<file path="src/design/vga_pkg.sv">
// shared types, opcodes and saturation helper for the vector geometry unit
// no dependencies; imported by vga_isqrt, vga_div_lane and vector3_geometry_alu
package vga_pkg;

    localparam int FRAC_BITS_DEF = 16;
    localparam int FRONT_STAGES  = 6;
    localparam int SQ_RAD_W      = 64;
    localparam int SQ_ROOT_W     = 32;
    localparam int CFG_IDX_W     = 2;

    localparam logic [3:0] OP_ADD   = 4'd0;
    localparam logic [3:0] OP_SUB   = 4'd1;
    localparam logic [3:0] OP_CROSS = 4'd2;
    localparam logic [3:0] OP_SCALE = 4'd3;
    localparam logic [3:0] OP_DIV   = 4'd4;
    localparam logic [3:0] OP_DOT   = 4'd5;
    localparam logic [3:0] OP_LEN   = 4'd6;
    localparam logic [3:0] OP_NORM  = 4'd7;
    localparam logic [3:0] OP_DIST  = 4'd8;
    localparam logic [3:0] OP_CULL  = 4'd9;
    localparam logic [3:0] OP_LERP  = 4'd10;

    localparam logic [1:0] ST_OK   = 2'd0;
    localparam logic [1:0] ST_SAT  = 2'd1;
    localparam logic [1:0] ST_ZERO = 2'd2;

    localparam logic [CFG_IDX_W-1:0] CFG_CAM_X = 2'd0;
    localparam logic [CFG_IDX_W-1:0] CFG_CAM_Y = 2'd1;
    localparam logic [CFG_IDX_W-1:0] CFG_CAM_Z = 2'd2;

    localparam logic signed [65:0] S32_MAX_W = 66'sd2147483647;
    localparam logic signed [65:0] S32_MIN_W = -66'sd2147483648;

    typedef struct packed {
        logic        ovf;
        logic [31:0] val;
    } t_sat;

    // request state through the front and square-root stages
    typedef struct packed {
        logic [3:0]       op;
        logic [2:0][31:0] v;
        logic [31:0]      scal;
        logic             culled;
        logic             sat;
        logic [2:0][31:0] a;
        logic [31:0]      t;
    } t_meta;

    // request state alongside the divider lanes
    typedef struct packed {
        logic [3:0]       op;
        logic [2:0][31:0] v;
        logic [31:0]      scal;
        logic             culled;
        logic             sat;
        logic             err;
    } t_tail;

    typedef struct packed {
        logic [2:0][31:0] v;
        logic [31:0]      scal;
        logic             culled;
        logic [1:0]       status;
    } t_res;

    function automatic t_sat clamp32(input logic signed [65:0] v);
        t_sat r;
        if (v > S32_MAX_W) begin
            r.ovf = 1'b1;
            r.val = 32'h7FFF_FFFF;
        end else if (v < S32_MIN_W) begin
            r.ovf = 1'b1;
            r.val = 32'h8000_0000;
        end else begin
            r.ovf = 1'b0;
            r.val = v[31:0];
        end
        return r;
    endfunction

endpackage

</file>
<file path="src/design/vga_isqrt.sv">
// pipelined integer square root, one result bit per stage
// depends on vga_pkg
module vga_isqrt (
    input  logic                          i_clk,
    input  logic                          i_en,
    input  logic [vga_pkg::SQ_RAD_W-1:0]  i_rad,
    output logic [vga_pkg::SQ_ROOT_W-1:0] o_root
);
    import vga_pkg::*;

    localparam int RW = SQ_ROOT_W + 2;

    logic [SQ_RAD_W-1:0]  r_rad  [SQ_ROOT_W];
    logic [SQ_ROOT_W-1:0] r_root [SQ_ROOT_W];
    logic [RW-1:0]        r_rem  [SQ_ROOT_W];

    for (genvar s = 0; s < SQ_ROOT_W; s++) begin : g_stg
        logic [SQ_RAD_W-1:0]  p_rad;
        logic [SQ_ROOT_W-1:0] p_root;
        logic [RW-1:0]        p_rem;
        logic [RW+1:0]        cur;
        logic [RW+1:0]        trial;
        logic [RW+1:0]        diff;
        logic                 ge;
        logic [SQ_RAD_W-1:0]  n_rad;
        logic [SQ_ROOT_W-1:0] n_root;
        logic [RW-1:0]        n_rem;

        if (s == 0) begin : g_first
            assign p_rad  = i_rad;
            assign p_root = '0;
            assign p_rem  = '0;
        end else begin : g_next
            assign p_rad  = r_rad[s-1];
            assign p_root = r_root[s-1];
            assign p_rem  = r_rem[s-1];
        end

        always_comb begin
            cur    = {p_rem, p_rad[SQ_RAD_W-1 -: 2]};
            trial  = {2'b00, p_root, 2'b01};
            diff   = cur - trial;
            ge     = (cur >= trial);
            n_rem  = ge ? diff[RW-1:0] : cur[RW-1:0];
            n_root = {p_root[SQ_ROOT_W-2:0], ge};
            n_rad  = {p_rad[SQ_RAD_W-3:0], 2'b00};
        end

        always_ff @(posedge i_clk) begin
            if (i_en) begin
                r_rad[s]  <= n_rad;
                r_root[s] <= n_root;
                r_rem[s]  <= n_rem;
            end
        end
    end

    assign o_root = r_root[SQ_ROOT_W-1];

endmodule

</file>
<file path="config.mk">
export PLATFORM = sky130hd
export DESIGN_NAME = vga_isqrt
export DESIGN_NICKNAME = d
export VERILOG_FILES = /design/src/design/vga_pkg.sv /design/src/design/vga_isqrt.sv
export SDC_FILE = /design/constraint.sdc
export NUM_CORES = 2
export LEC_CHECK = 0
export ABC_AREA = 0
export BUFFER_PORTS_ARGS = -buffer_cell sky130_fd_sc_hd__buf_4
export CORE_AREA = 10 10 543 439
export DETAILED_ROUTE_END_ITERATION = 10
export DIE_AREA = 0 0 553 449
export GPL_ROUTABILITY_DRIVEN = 1
export GPL_TIMING_DRIVEN = 0
export PLACE_DENSITY_LB_ADDON = 0.3
export SLEW_MARGIN = 0
export SYNTH_ARGS = -nofsm -noshare
export SYNTH_HDL_FRONTEND = slang
export SYNTH_MEMORY_MAX_BITS = 65536
export SYNTH_SLANG_ARGS = --single-unit
</file>
<file path="constraint.sdc">
create_clock -name i_clk -period 4.6 [get_ports i_clk]
set_input_delay 0.92 -clock i_clk [delete_from_list [all_inputs] [get_ports i_clk]]
set_output_delay 0.92 -clock i_clk [all_outputs]
set_load 0.02 [all_outputs]
</file>
Word level (Yosys, flattened, before mapping)
Memory sizes are Yosys's and may differ from the RTL's.
Cells that the tools add are included.
W data, S select, Z words.

word-level totals
  register bits = 0
  bits of input ports = 66
  output and inout port bits = 32
  word-level logic and storage cells = 101
  memories = 3
  RAM bits = 4096

operators by class
  muxes and demuxes = 34
  $lt $le $gt $ge = 32
  $add $sub $neg = 32

memory list
  memory  depth  bits a word  rd ports  clocked after Yosys merged registers in  wr ports  line             source
  r_rad   32     62           31        0                                        32        vga_isqrt.sv:13  logic [SQ_RAD_W-1:0] r_rad [SQ_ROOT_W];
  r_rem   32     34           31        0                                        32        vga_isqrt.sv:15  logic [RW-1:0] r_rem [SQ_ROOT_W];
  r_root  32     32           32        0                                        32        vga_isqrt.sv:14  logic [SQ_ROOT_W-1:0] r_root [SQ_ROOT_W];

operators by type and width
  kind                   number
  $ge A36 B34 Y1         31
  $mux W34               32
  $sub A34 B34 Y34       31
  $sub A2 B1 Y3 const B  1
  $ge A2 B1 Y1 const B   1
  $mux W1                2

Longest topological paths before layout
An unclocked memory read counts as a cell.

  word-level depth = 3
  gate-level depth with buffers = 16
  mapped depth without buffers = 13

Worst setup path before layout
Ideal clock, no wire load.

  kind = reg-to-reg
  from = mem r_rem[12][7] in the netlist's numbering
  to = mem r_rem[13][29] in the netlist's numbering, data pin
  stages on the path, launching flop included = 11
  data required time = 4.342 ns
  arrival time = 3.065 ns
  period minus slack after synthesis = 3.323 ns
  path buffers = 1
  setup time = 0.258 ns
  path slack = 1.277 ns
  cells stage by stage = edfxtp_1 -> ha_1 -> clkbuf_1 -> nand4_1 -> or3_1 -> a211oi_1 -> nor3_4 -> a2111oi_1 -> nor2b_1 -> nand4_1 -> xnor2_1

RTL lines
  what         line
  from (decl)  vga_isqrt.sv:15

==> metrics.md <==
| Metric | Value |
|---|---|
| Detailed placement HPWL | approximately 170 mm |
| DR pass1 iterations | 6 |
| Hold WC Path Type | primary input to flip-flop |
| Max-slew violation count | 0 |
| Lkg Pwr | approximately 50 nW |
| Residual DRC | 0 |
| Period utilization | a little over nine tenths |
| DRT iter0 DRCs | approximately 6200 |
| Area share of the largest cell type after synthesis | between 60% and 70% |
| CTS Buf Count | ~250 |
| CTS clk-pin slew, worst paths | about 0.060 ns |
| # setup viols final | 0 |
| Max Clk Rate | about 230 MHz |
| Worst Tran Pin Value | between 1 and 1.5 ns |
| Synthesized instance count | slightly above 9000 |
| First-pass GRT wire length | about 380 mm |
| Hold Path Sink | r_rad[0][19] |
| Core area | around 230000 µm² |
| RSZ-0062 raised after global routing | false |
| Net Sw Frac | between 20% and 30% |
| Synth Register Bits | roughly 2500 |
| DR WL/cell | 19.0 µm |
| Synth Cell Area | 117000 µm² |
| Clock Power Share | between 30% and 40% |
| Clock skew | just over 0.09 ns |
| Number of primary I/O pins | 98 |
| Number of global-route vias before repair | slightly below 70000 |
| ANT cells | 0 |
| Reg2Reg Setup Slack | between 0.2 and 0.25 ns |
| Hold-fix buffers, CTS | 0 |
| Rel. slew slack | between 10% and 20% |
| Main flop type after synthesis | edfxtp_1 |
| Starting Density | about 52% |
| Routed Antenna Nets | 0 |
| CTS tree | built |
| Vert. Die Dim | between 400 and 500 µm |
| Logic gate share of total power | 21.0% |
| Critical path type | flip-flop to flip-flop |
| Fillers | 18400 |
| Crit path max fanout | 10 |
| Tot GR Track Use | between 10% and 20% |
| Share of cells above drive strength 1 | under 10% |
| Internal Power | 0.0453 W |
| Period minus WS final | 4.37 ns |
| Status | finished clean |
| Nets | approximately 10000 |
| Vias | 70900 |
| Largest net degree at the start of global routing | approximately 200 |
| Vias/cell | 5.60 |
| Area added between synthesis and finish | 10.7% |
| Row Count | ~160 |
| Sink Count | around 2500 |
| H-tree depth | 4 |
| Final hold violation count | 0 |
| R2R cell count | 12 |
| Cell variety after synth | roughly 100 |
| Top cells by area, synth | edfxtp_1, ha_1, xnor2_1 |
| CP arrival | 4.89 ns |
| Worst path required time | ~5 ns |
| Sequential element share of the synthesized area | between 60 and 70% |
| Worst Min Path Start | i_rad[19] |
| Die Wd | around 550 µm |
| Net Count, Synth | 9721 |
| Final WL | approximately 240 mm |
| VDD IR-drop max | 0.360 mV |
| Pwr/cell area | 486 nW/µm² |
| Die Area | roughly 250000 µm² |
| Total Power | around 0.063 W |
| Clock Path Buffers | 4 |
| Total negative slack | 0 ns |
| Initial antenna violation count | 3 |
| Grt total ovfl | 0 |
| Cell area after layout | 130000 µm² |
| IO Port Bufs | between 90 and 100 |
| EDFF count, synth | between 2000 and 3000 |
| R2r endpoint | r_rem[23][24] |
| Max Cap Violations | 0 |
| Syn. warnings | 0 |
| Largest area contributor in the netlist | edfxtp_1 |
| Fraction of registers with async set/reset | 0% |
| NetSw | about 0.018 W |
| Hold Crit Depth | 1 |
| Critical Path Source Type | flip-flop |
| Placed instance area | 122000 µm² |
| Clock Latency Late Sink | around 0.93 ns |
| Worst setup EP type | flip-flop |
| Reg2Reg Launch Point | r_rad[22][61] |
| Avg Inst Size Synth | about 13 µm² |
| Seq pwr share | about half |
| CTS root buf | clkbuf_16 |
| Routability Congestion | between 0.9 and 1 |
-- cell usage after synthesis (36+ instances only) --
library cell	n
nor4_1	111
nor2b_1	77
a21oi_1	581
nor3_1	217
ha_1	562
mux2_2	66
o21bai_1	52
o21a_1	94
inv_1	714
a31oi_1	43
or4_1	42
nand3_1	150
and3_1	48
o21ai_0	454
nand2_1	640
clkbuf_1	154
nand4_1	120
xnor2_1	429
xor2_1	408
nor2_1	577
or3_1	89
nand2b_1	105
o31ai_1	65
a21o_1	276
edfxtp_1	2523
a211oi_1	36
-- final cells by class --
| cell class | count | area (µm²) | share of cell area, % |
|---|---|---|---|
| well taps | 3021 | 3780 | 2.91 |
| clock inverters | 151 | 1220 | 0.939 |
| flip-flops and latches | 2523 | 75800 | 58.3 |
| repair buffers | 116 | 1170 | 0.899 |
| inverters | 718 | 2700 | 2.07 |
| clock buffers | 293 | 6420 | 4.93 |
| multi-input cells | 5662 | 38300 | 29.4 |
| plain buffers | 190 | 749 | 0.576 |
-- per-layer routing --
layer  up-vias  track usage [%]  part of all wire, %
met5         -                0                    0
met4         0             4.63                  2.3
met3       340             2.70                  5.7
met2      1888             29.7                   46
met1     34300             27.5                   46
li1      34300                -                    -
-- per-stage QoR --
stage / utilization, % / hold WS [ns] / setup slack, ns / instances
2_1_floorplan: - / 0.400 / 1.28 / 9093
3_3_place_gp: 53.6 / 0.400 / -19.21 / 12200
3_5_place_dp: 53.8 / 0.405 / -0.242 / 12200
4_1_cts: 57.1 / 0.0914 / 0.0318 / 12700
5_1_grt: 57.2 / 0.114 / 0.00612 / 12700
6_report: 57.2 / 0.181 / 0.230 / 12700
-- flip-flops by register name, indices dropped and copies added, names as in the netlist --
name and cells:
r_rem 1003, r_rad 992, r_root 528
-- timing repair --
action	4_1_cts	5_1_grt
resized for setup	1	9
endpoints found under the setup margin	12	83
pin swaps	2	1
setup buffers	1	3
gates cloned	0	0
-- cells by family (layout without fill, tap and decap cells) --
group                    after synthesis  count (layout)  synth area share, %
flip-flops                          2523            2523                 64.5
AND/OR/NAND/NOR                     2355            2355                 9.90
AO/OA/AOI/OAI                       1832            1832                 9.71
buffers and inverters                908            1468                 2.93
XOR/XNOR                             837             837                 6.24
adder cells (fa/ha/maj)              562             562                 5.99
multiplexers                          75              75                0.710
other                                  1               1              0.00319
-- power by group through the flow --
stage	Sequential, W	Combinational, W	Clock, W
6_report	0.0309	0.0132	0.0191
3_3_place_gp	0.0323	0.0128	0
5_1_grt	0.0312	0.0148	0.0206
2_1_floorplan	0.0305	0.00970	0
4_1_cts	0.0309	0.0131	0.0197
3_5_place_dp	0.0314	0.0130	0
-- worst max-delay path by stage --
stage | start | end | depth (start not counted) | slack [ns]
floorplan | r_rem[12][7] | r_rem[13][29] | 10 | 1.28
global placement | i_en | r_rad[21][59] | 1 | -19.21
detailed placement | i_en | r_rad[20][57] | 5 | -0.24
CTS | r_root[26][0] | r_rem[27][15] | 14 | 0.03
global route | r_root[24][3] | r_rem[25][18] | 13 | 0.006
finish | r_rad[22][61] | r_rem[23][24] | 12 | 0.23
-- cells in the final DEF (no fill, tap or decap), types with 42 or more instances in the layout --
cell type	instances
mux2_2	66
inv_1	714
nor2b_1	77
xnor2_1	429
o21bai_1	52
nor2_1	577
or4_1	42
nand2_1	640
o21ai_0	454
nor3_1	217
nand4_1	120
nand3_1	150
ha_1	562
clkinv_2	48
nand2b_1	105
a31oi_1	42
edfxtp_1	2523
a21oi_1	580
and3_1	48
clkbuf_1	195
xor2_1	408
buf_4	103
o31ai_1	65
nor4_1	110
clkinv_1	61
clkbuf_16	250
a21o_1	276
o21a_1	94
or3_1	89
-- critical path: stages, from the launching register on --
cell	delay, ns
edfxtp_1	0.57
inv_1	0.12
ha_1	0.23
nor2b_1	0.12
o21ai_0	0.12
a21o_1	0.23
a21boi_0	0.41
o31ai_1	0.24
and3b_1	0.30
o21bai_1	0.26
clkbuf_1	0.53
buf_1	0.69
a21oi_1	0.23
Power figures use the tool's default switching activity.
